<file path="config.mk">
export PLATFORM = sky130hd
export DESIGN_NAME = date_add_days_flat
export DESIGN_NICKNAME = d
export VERILOG_FILES = /design/src/hw/rtl/dad_pkg.sv /design/src/hw/rtl/dad_if.sv /design/src/hw/rtl/dad_step_unit.sv /design/src/hw/rtl/dad_year_ctr.sv /design/src/hw/rtl/date_add_days.sv /design/src/flat_wrapper.sv
export SDC_FILE = /design/constraint.sdc
export NUM_CORES = 1
export LEC_CHECK = 0
export ABC_CLOCK_PERIOD_IN_PS = 4500
export BUFFER_PORTS_ARGS = -buffer_cell sky130_fd_sc_hd__buf_2
export CORE_MARGIN = 3
export CORE_UTILIZATION = 40
export CTS_CLUSTER_SIZE = 30
export DETAILED_ROUTE_END_ITERATION = 12
export PLACE_DENSITY_LB_ADDON = 0.05
export SLEW_MARGIN = 10
export SYNTH_ARGS = -nofsm -noshare
export SYNTH_HDL_FRONTEND = slang
export SYNTH_SLANG_ARGS = --single-unit
</file>
<file path="constraint.sdc">
create_clock -name clk -period 4.5 [get_ports clk]
set_clock_uncertainty 0.15 [all_clocks]
set_input_delay 0.9 -clock clk [delete_from_list [all_inputs] [get_ports clk]]
set_output_delay 0.9 -clock clk [all_outputs]
set_load 0.1 [all_outputs]
</file>
<file path="src/hw/rtl/dad_pkg.sv">
// Package for date_add_days: calendar constants, month table, control types.
package dad_pkg;

  localparam int unsigned DAY_W   = 5;
  localparam int unsigned MONTH_W = 4;
  localparam int unsigned YEAR_W  = 14;
  localparam int unsigned COUNT_W = 16;
  localparam int unsigned RUN_W   = 17;   // day plus count, before normalizing

  localparam logic [MONTH_W-1:0] MONTH_JAN = 4'd1;
  localparam logic [MONTH_W-1:0] MONTH_FEB = 4'd2;
  localparam logic [MONTH_W-1:0] MONTH_DEC = 4'd12;
  localparam logic [YEAR_W-1:0]  YEAR_MIN  = 14'd1;
  localparam logic [YEAR_W-1:0]  YEAR_MAX  = 14'd9999;
  localparam logic [DAY_W-1:0]   DAY_LAST  = 5'd31;

  // Divide by 100 through a reciprocal: (y * 5243) >> 19 is exact for y < 16384.
  localparam int unsigned         RECIP_W     = 13;
  localparam logic [RECIP_W-1:0]  RECIP_100   = 13'd5243;
  localparam int unsigned         RECIP_SHIFT = 19;
  localparam int unsigned         CENT_W      = 7;    // quotient and remainder, 0..99
  localparam logic [CENT_W-1:0]   CENT_LAST   = 7'd99;
  localparam logic [CENT_W-1:0]   CENT_SIZE   = 7'd100;

  // Length of a month; month is already clamped to 1..12.
  function automatic logic [DAY_W-1:0] month_len(input logic [MONTH_W-1:0] m,
                                                 input logic leap);
    logic [DAY_W-1:0] len;
    case (m)
      4'd2:                    len = leap ? 5'd29 : 5'd28;
      4'd4, 4'd6, 4'd9, 4'd11: len = 5'd30;
      default:                 len = 5'd31;
    endcase
    return len;
  endfunction

  // Year counter commands from the sequencer.
  typedef struct packed {
    logic load;   // capture a fresh start year
    logic div;    // register the quotient by 100
    logic rem;    // register the remainder by 100
    logic inc;    // advance one year
  } year_ctl_t;

  // Result of one month step.
  typedef struct packed {
    logic             fits;   // day lies within the current month
    logic [RUN_W-1:0] left;   // day minus the month length
  } step_res_t;

endpackage

</file>
<file path="src/hw/rtl/dad_if.sv">
// Valid/ready channel interfaces for date_add_days input and result beats.
interface dad_in_if;
  import dad_pkg::*;
  logic               valid;
  logic               ready;
  logic [DAY_W-1:0]   start_day;
  logic [MONTH_W-1:0] start_month;
  logic [YEAR_W-1:0]  start_year;
  logic [COUNT_W-1:0] add_count;
  modport source (output valid, start_day, start_month, start_year, add_count,
                  input ready);
  modport sink (input valid, start_day, start_month, start_year, add_count,
                output ready);
endinterface

interface dad_out_if;
  import dad_pkg::*;
  logic               valid;
  logic               ready;
  logic [DAY_W-1:0]   end_day;
  logic [MONTH_W-1:0] end_month;
  logic [YEAR_W-1:0]  end_year;
  logic               year_overflow;
  modport source (output valid, end_day, end_month, end_year, year_overflow,
                  input ready);
  modport sink (input valid, end_day, end_month, end_year, year_overflow,
                output ready);
endinterface

</file>
<file path="src/hw/rtl/dad_step_unit.sv">
// Shared month step: looks up the month length, compares and subtracts.
module dad_step_unit
  import dad_pkg::*;
(
  input  logic [RUN_W-1:0]   day,
  input  logic [MONTH_W-1:0] month,
  input  logic               leap,
  output step_res_t          res
);

  logic [DAY_W-1:0] len;

  assign len      = month_len(month, leap);
  assign res.fits = (day <= RUN_W'(len));
  assign res.left = day - RUN_W'(len);

endmodule

</file>
<file path="src/hw/rtl/dad_year_ctr.sv">
// Year register with running residues mod 4, mod 100 and century mod 4.
module dad_year_ctr
  import dad_pkg::*;
(
  input  logic              clk,
  input  logic [YEAR_W-1:0] load_year,
  input  year_ctl_t         ctl,
  output logic [YEAR_W-1:0] year,
  output logic              leap,
  output logic              at_max
);

  localparam int unsigned PROD_W = YEAR_W + RECIP_W;

  logic [PROD_W-1:0] prod;
  logic [CENT_W-1:0] cent;       // year / 100
  logic [YEAR_W-1:0] cent_x100;
  logic [CENT_W-1:0] mod100;
  logic [1:0]        cent_mod4;

  assign prod      = PROD_W'(year) * PROD_W'(RECIP_100);
  assign cent_x100 = YEAR_W'(cent) * YEAR_W'(CENT_SIZE);

  always_ff @(posedge clk) begin
    if (ctl.load) begin
      year <= load_year;
    end else if (ctl.div) begin
      cent <= prod[RECIP_SHIFT +: CENT_W];
    end else if (ctl.rem) begin
      mod100    <= CENT_W'(year - cent_x100);
      cent_mod4 <= cent[1:0];
    end else if (ctl.inc) begin
      year <= year + YEAR_W'(1);
      if (mod100 == CENT_LAST) begin
        mod100    <= '0;
        cent_mod4 <= cent_mod4 + 2'd1;
      end else begin
        mod100 <= mod100 + CENT_W'(1);
      end
    end
  end

  assign leap   = (year[1:0] == 2'd0) && ((mod100 != '0) || (cent_mod4 == 2'd0));
  assign at_max = (year >= YEAR_MAX);

endmodule

</file>
<file path="src/hw/rtl/date_add_days.sv">
// Top level of date_add_days: input clamp, month-step sequencer, result register.
//
// Adds add_count days to a Gregorian date. A start beat is clamped (day 0 to 1,
// month into 1..12, year into 1..9999), then the sequencer splits the year by
// 100 for the leap rule in ST_DIV and ST_REM and afterwards walks forward one
// month per cycle through a single shared compare-and-subtract unit.
// in_ch.ready is high only while the sequencer is idle; the result sits in
// an output register, so a new beat may be taken while the previous result
// still waits for out_ch.ready. If the year would pass 9999, the walk stops
// and the result is 31 December 9999 with year_overflow set.
module date_add_days
  import dad_pkg::*;
(
  input  logic      clk,
  input  logic      rst,
  dad_in_if.sink    in_ch,
  dad_out_if.source out_ch
);

  localparam logic [1:0] ST_IDLE = 2'd0;
  localparam logic [1:0] ST_DIV  = 2'd1;
  localparam logic [1:0] ST_REM  = 2'd2;
  localparam logic [1:0] ST_RUN  = 2'd3;

  logic [1:0]         state, state_next;
  logic [RUN_W-1:0]   day;
  logic [MONTH_W-1:0] month;
  logic [YEAR_W-1:0]  year;
  logic               leap, at_max;
  logic               accept, can_post, finish;
  year_ctl_t          yctl;
  step_res_t          step;

  // Clamped start fields.
  logic [DAY_W-1:0]   d0;
  logic [MONTH_W-1:0] m0;
  logic [YEAR_W-1:0]  y0;

  assign d0 = (in_ch.start_day == '0) ? DAY_W'(1) : in_ch.start_day;
  assign m0 = (in_ch.start_month == '0)      ? MONTH_JAN :
              (in_ch.start_month > MONTH_DEC) ? MONTH_DEC : in_ch.start_month;
  assign y0 = (in_ch.start_year == '0)      ? YEAR_MIN :
              (in_ch.start_year > YEAR_MAX) ? YEAR_MAX : in_ch.start_year;

  assign in_ch.ready = (state == ST_IDLE);
  assign accept      = in_ch.valid && in_ch.ready;
  // The result register is free when empty or being drained this cycle.
  assign can_post    = !out_ch.valid || out_ch.ready;

  dad_step_unit u_step (
    .day   (day),
    .month (month),
    .leap  (leap),
    .res   (step)
  );

  dad_year_ctr u_year (
    .clk       (clk),
    .load_year (y0),
    .ctl       (yctl),
    .year      (year),
    .leap      (leap),
    .at_max    (at_max)
  );

  // Finish when the day fits or the year would wrap past the last one.
  assign finish = (state == ST_RUN) &&
                  (step.fits || ((month == MONTH_DEC) && at_max));

  always_comb begin
    yctl      = '0;
    yctl.load = accept;
    yctl.div  = (state == ST_DIV);
    yctl.rem  = (state == ST_REM);
    yctl.inc  = (state == ST_RUN) && !finish && (month == MONTH_DEC);
  end

  always_comb begin
    state_next = state;
    unique case (state)
      ST_IDLE: if (accept) state_next = ST_DIV;
      ST_DIV:  state_next = ST_REM;
      ST_REM:  state_next = ST_RUN;
      ST_RUN:  if (finish && can_post) state_next = ST_IDLE;
      default: state_next = ST_IDLE;
    endcase
  end

  always_ff @(posedge clk) begin
    if (rst) begin
      state <= ST_IDLE;
    end else begin
      state <= state_next;
    end
  end

  // Running day and month; hold while the result register is blocked.
  always_ff @(posedge clk) begin
    if (accept) begin
      day   <= RUN_W'(d0) + RUN_W'(in_ch.add_count);
      month <= m0;
    end else if ((state == ST_RUN) && !finish) begin
      day   <= step.left;
      month <= (month == MONTH_DEC) ? MONTH_JAN : month + MONTH_W'(1);
    end
  end

  // Result register.
  always_ff @(posedge clk) begin
    if (rst) begin
      out_ch.valid <= 1'b0;
    end else if (finish && can_post) begin
      out_ch.valid <= 1'b1;
    end else if (out_ch.ready) begin
      out_ch.valid <= 1'b0;
    end
  end

  always_ff @(posedge clk) begin
    if (finish && can_post) begin
      if (step.fits) begin
        out_ch.end_day       <= DAY_W'(day);
        out_ch.end_month     <= month;
        out_ch.end_year      <= year;
        out_ch.year_overflow <= 1'b0;
      end else begin
        out_ch.end_day       <= DAY_LAST;
        out_ch.end_month     <= MONTH_DEC;
        out_ch.end_year      <= YEAR_MAX;
        out_ch.year_overflow <= 1'b1;
      end
    end
  end

endmodule

</file>
<file path="src/flat_wrapper.sv">
// flat-port wrapper written by rule: the top's interface ports become plain ports
module date_add_days_flat import dad_pkg::*;
  (clk, rst, in_ch_valid, in_ch_start_day, in_ch_start_month, in_ch_start_year, in_ch_add_count, in_ch_ready, out_ch_valid, out_ch_end_day, out_ch_end_month, out_ch_end_year, out_ch_year_overflow, out_ch_ready);
  dad_in_if in_ch_i ();
  dad_out_if out_ch_i ();
  input  logic clk;
  input  logic rst;
  input wire logic [$bits(in_ch_i.valid)-1:0] in_ch_valid;
  input wire logic [$bits(in_ch_i.start_day)-1:0] in_ch_start_day;
  input wire logic [$bits(in_ch_i.start_month)-1:0] in_ch_start_month;
  input wire logic [$bits(in_ch_i.start_year)-1:0] in_ch_start_year;
  input wire logic [$bits(in_ch_i.add_count)-1:0] in_ch_add_count;
  output wire logic [$bits(in_ch_i.ready)-1:0] in_ch_ready;
  output wire logic [$bits(out_ch_i.valid)-1:0] out_ch_valid;
  output wire logic [$bits(out_ch_i.end_day)-1:0] out_ch_end_day;
  output wire logic [$bits(out_ch_i.end_month)-1:0] out_ch_end_month;
  output wire logic [$bits(out_ch_i.end_year)-1:0] out_ch_end_year;
  output wire logic [$bits(out_ch_i.year_overflow)-1:0] out_ch_year_overflow;
  input wire logic [$bits(out_ch_i.ready)-1:0] out_ch_ready;
  assign in_ch_i.valid = in_ch_valid;
  assign in_ch_i.start_day = in_ch_start_day;
  assign in_ch_i.start_month = in_ch_start_month;
  assign in_ch_i.start_year = in_ch_start_year;
  assign in_ch_i.add_count = in_ch_add_count;
  assign in_ch_ready = in_ch_i.ready;
  assign out_ch_valid = out_ch_i.valid;
  assign out_ch_end_day = out_ch_i.end_day;
  assign out_ch_end_month = out_ch_i.end_month;
  assign out_ch_end_year = out_ch_i.end_year;
  assign out_ch_year_overflow = out_ch_i.year_overflow;
  assign out_ch_i.ready = out_ch_ready;
  date_add_days u_core (.clk(clk), .rst(rst), .in_ch(in_ch_i), .out_ch(out_ch_i));
endmodule
</file>
==> results.py <==
metrics = {
    "detailed_routing": {
        "drt.antenna.violating_nets": 0,
        "drt-vias-per-instance": 4.87,
        "drt-wirelength-per-cell_um": 16.2,
        "dr_total_vias": 5698,
        "finalWirelength_um": 19000,
        "detail_route.first_pass.iterations": 5,
        "count_of_unresolved_drc_violations_after_routing": 0,
        "drt_iter0_markers": 316,
    },
    "global_route": {
        "grt_max_degree": 41,
        "first_global_vias": 5890,
        "grt-ovfl-total": 0,
        "grtUsageTotal_pct": 18.1,
        "antenna_violations_before_repair": 1,
        "grt_first_pass_wirelength_um": 30700,
    },
    "logic_synthesis": {
        "most_used_dff_post_synth": "sky130_fd_sc_hd__edfxtp_1",
        "syn_inst": 758,
        "synth_area_um2": 7750,
        "mean_syn_cell_area_um2": 10.2,
        "mappedNetlistNets": 992,
        "synth_enable_flop_cells": 73,
        "synth.lib_cells_used.distinct": 54,
        "ys_ff_latch": 76,
        "yosysWarningCount": 0,
        "synthArstFlopShare_pct": 0,
        "synth_sequential_area_ratio_pct": 29.1,
    },
    "worst_setup_path": {
        "timing.critical_path.to_type": "flop",
        "cp_max_fo": 5,
        "critical_path_required_ns": 4.43,
        "worst-r2r-setup-slack_ns": -0.38,
        "criticalPathCategory": "reg2reg",
        "critical_path.startpoint_type": "flop",
        "timing.critical_path.arrival_ns": 4.81,
    },
    "sta": {
        "worstMarginPinSlew_ns": 0.704,
        "timing.fmax_mhz": 205,
        "timing.max_slew.rel_slack_pct": 52.9,
        "timing_hold_violations_final": 0,
        "finalWorstSetupSlack_ns": -0.377,
        "layout_worst_path_cycle_share_pct": 108,
        "grt_setup_unrepaired": "true",
        "setup_viol_count_final": 5,
        "fin_crit_ns": 4.88,
        "finalMaxSlewViolations": 0,
    },
    "die": {
        "placement_rows": 50,
        "die-area_um2": 21100,
        "die_h_um": 145,
        "floorplan.initialDensity_pct": 41.0,
        "dieWidth_um": 145,
        "core_area_um2": 18900,
        "ios": 69,
    },
    "cts": {
        "cts_made_buffers": 9,
        "clk_pin_slew_worst_paths_ns": 0.06,
        "clockBufferDepth": 2,
        "cts_tree": "built",
        "clock-sinks": 76,
        "cts.htree.levels": 3,
        "root_buffer": "sky130_fd_sc_hd__clkbuf_16",
        "cts_hold_buf": 0,
        "clk_latency_ns": 0.33,
    },
    "run": {
        "cap_viol_max_count": 0,
    },
    "placement": {
        "io_buffer_count": 68,
        "pre_cts_slack_ns": -0.379,
        "detailed_placer_s_ending_hpwl_um": 15600,
        "finalWeightedCongestion": 0.846,
    },
    "final_layout": {
        "layout-drive-gt1-share_pct": 23.2,
        "syn2layout_area_growth_pct": 23.6,
        "most-common-layout-cells": "sky130_fd_sc_hd__inv_1, sky130_fd_sc_hd__ha_1, sky130_fd_sc_hd__buf_4",
        "antenna_cells": 0,
        "nFillCells": 1818,
        "nNetsFinal": 1138,
        "mostFrequentLayoutCell": "sky130_fd_sc_hd__inv_1",
    },
    "outcome": {
        "run_status": "complete, but fails checks",
        "violations_in_the_final_reports": "setup timing",
    },
    "hold_path": {
        "min-delay-path-class": "reg2reg",
    },
}
path summary, 6_finish.rpt:
path                          start                  endpoint  depth (start not counted)
max          u_core.u_year.year[10]     u_core.u_year.cent[4]                         14
min reg2reg           u_core.day[0]  u_core.out_ch.end_day[0]                          2
min                   u_core.day[0]  u_core.out_ch.end_day[0]                          2
max reg2reg  u_core.u_year.year[10]     u_core.u_year.cent[4]                         14
metrics by stage:
| step | cells | area [µm²] | hold slack, ns | utilization (%) | TNS (ns) |
|---|---|---|---|---|---|
| final | 1169 | 9580 | 0.375 | 50.7 | -1.32 |
| after global routing | 1169 | 9580 | 0.391 | 50.7 | -1.93 |
| after CTS | 1159 | 9350 | 0.380 | 49.5 | -1.39 |
| after detailed placement | 1136 | 8890 | 0.367 | 47.1 | -1.53 |
| after global placement | 1136 | 8890 | 0.364 | 47.1 | -1.26 |
| after floorplan | 758 | 7800 | 0.338 | - | -0.430 |
Yosys cell counts, drive strengths merged, types with 4 or more instances:
master | instances | area, µm²
nor3 | 8 | 45.0
xor2 | 27 | 236
fa | 65 | 1300
nor2 | 43 | 161
o22ai | 11 | 68.8
edfxtp | 73 | 2190
nand2 | 50 | 188
nand2b | 8 | 50.1
ha | 126 | 1580
nor4 | 5 | 31.3
o21ai | 28 | 140
mux2i | 4 | 40.0
nand4 | 5 | 31.3
or2 | 4 | 25.0
or3 | 4 | 25.0
xnor2 | 33 | 289
a21oi | 30 | 154
nor2b | 4 | 25.0
and3 | 9 | 56.3
a21o | 5 | 37.5
nand3 | 16 | 80.1
inv | 143 | 537
or4 | 4 | 37.5
and2 | 6 | 37.5
clkbuf | 13 | 48.8
repair_timing:
item | 4_1_cts | 5_1_grt
gates resized for setup | 7 | 26
pin swaps | 4 | 12
setup endpoints to repair | 5 | 7
setup buffers | 7 | 11
final cells by class:
class / count / area (µm²) / share of cell area, %
inverter: 144 / 541 / 5.64
clock buffer: 11 / 243 / 2.53
clock inverter: 5 / 108 / 1.12
timing repair buffer: 149 / 980 / 10.2
tap: 260 / 325 / 3.39
sequential: 76 / 2250 / 23.5
multi-input combinational: 524 / 5130 / 53.6
layer usage:
layer | global-route usage, % | wire length, µm
met5 | 0 | 13
met4 | 3.09 | 211
met3 | 2.84 | 757
met2 | 30.5 | 9250
met1 | 25.0 | 8720
cell families after synthesis:
logic type / after synthesis / share of synthesized area [%]
adders and majority gates: 191 / 37.1
and+or+nand+nor: 173 / 11.0
DFF: 76 / 29.1
xor gates and xnor gates: 60 / 6.78
buffers and inverters: 158 / 7.65
muxes: 6 / 0.807
AOI/OAI and AO/OA: 94 / 7.60
registers in the layout (all words and copies together) (netlist names):
signal / flops
u_core.u_year.mod100: 7
u_core.u_year.cent: 5
u_core.out_ch.end_year: 14
u_core.out_ch.end_month: 4
u_core.month: 4
u_core.day: 17
u_core.u_year.cent_mod4: 2
u_core.out_ch.end_day: 5
u_core.u_year.year: 14
u_core.out_ch.valid: 1
u_core.state: 2
u_core.out_ch.year_overflow: 1
critical path, stage by stage, from the launching register on:
cell                       delay (ns)
sky130_fd_sc_hd__edfxtp_1        0.43
sky130_fd_sc_hd__buf_6           0.18
sky130_fd_sc_hd__ha_4            0.24
sky130_fd_sc_hd__fa_1            0.49
sky130_fd_sc_hd__fa_1            0.52
sky130_fd_sc_hd__inv_1           0.05
sky130_fd_sc_hd__fa_1            0.46
sky130_fd_sc_hd__fa_1            0.55
sky130_fd_sc_hd__inv_1           0.05
sky130_fd_sc_hd__ha_1            0.29
sky130_fd_sc_hd__nand3_2         0.09
sky130_fd_sc_hd__a2111o_1        0.33
sky130_fd_sc_hd__a31oi_4         0.21
sky130_fd_sc_hd__o211ai_1        0.23
sky130_fd_sc_hd__o311a_1         0.35
Power is not shown: default switching activity piles up to over one toggle a cycle in this logic, so the estimate is an artifact.
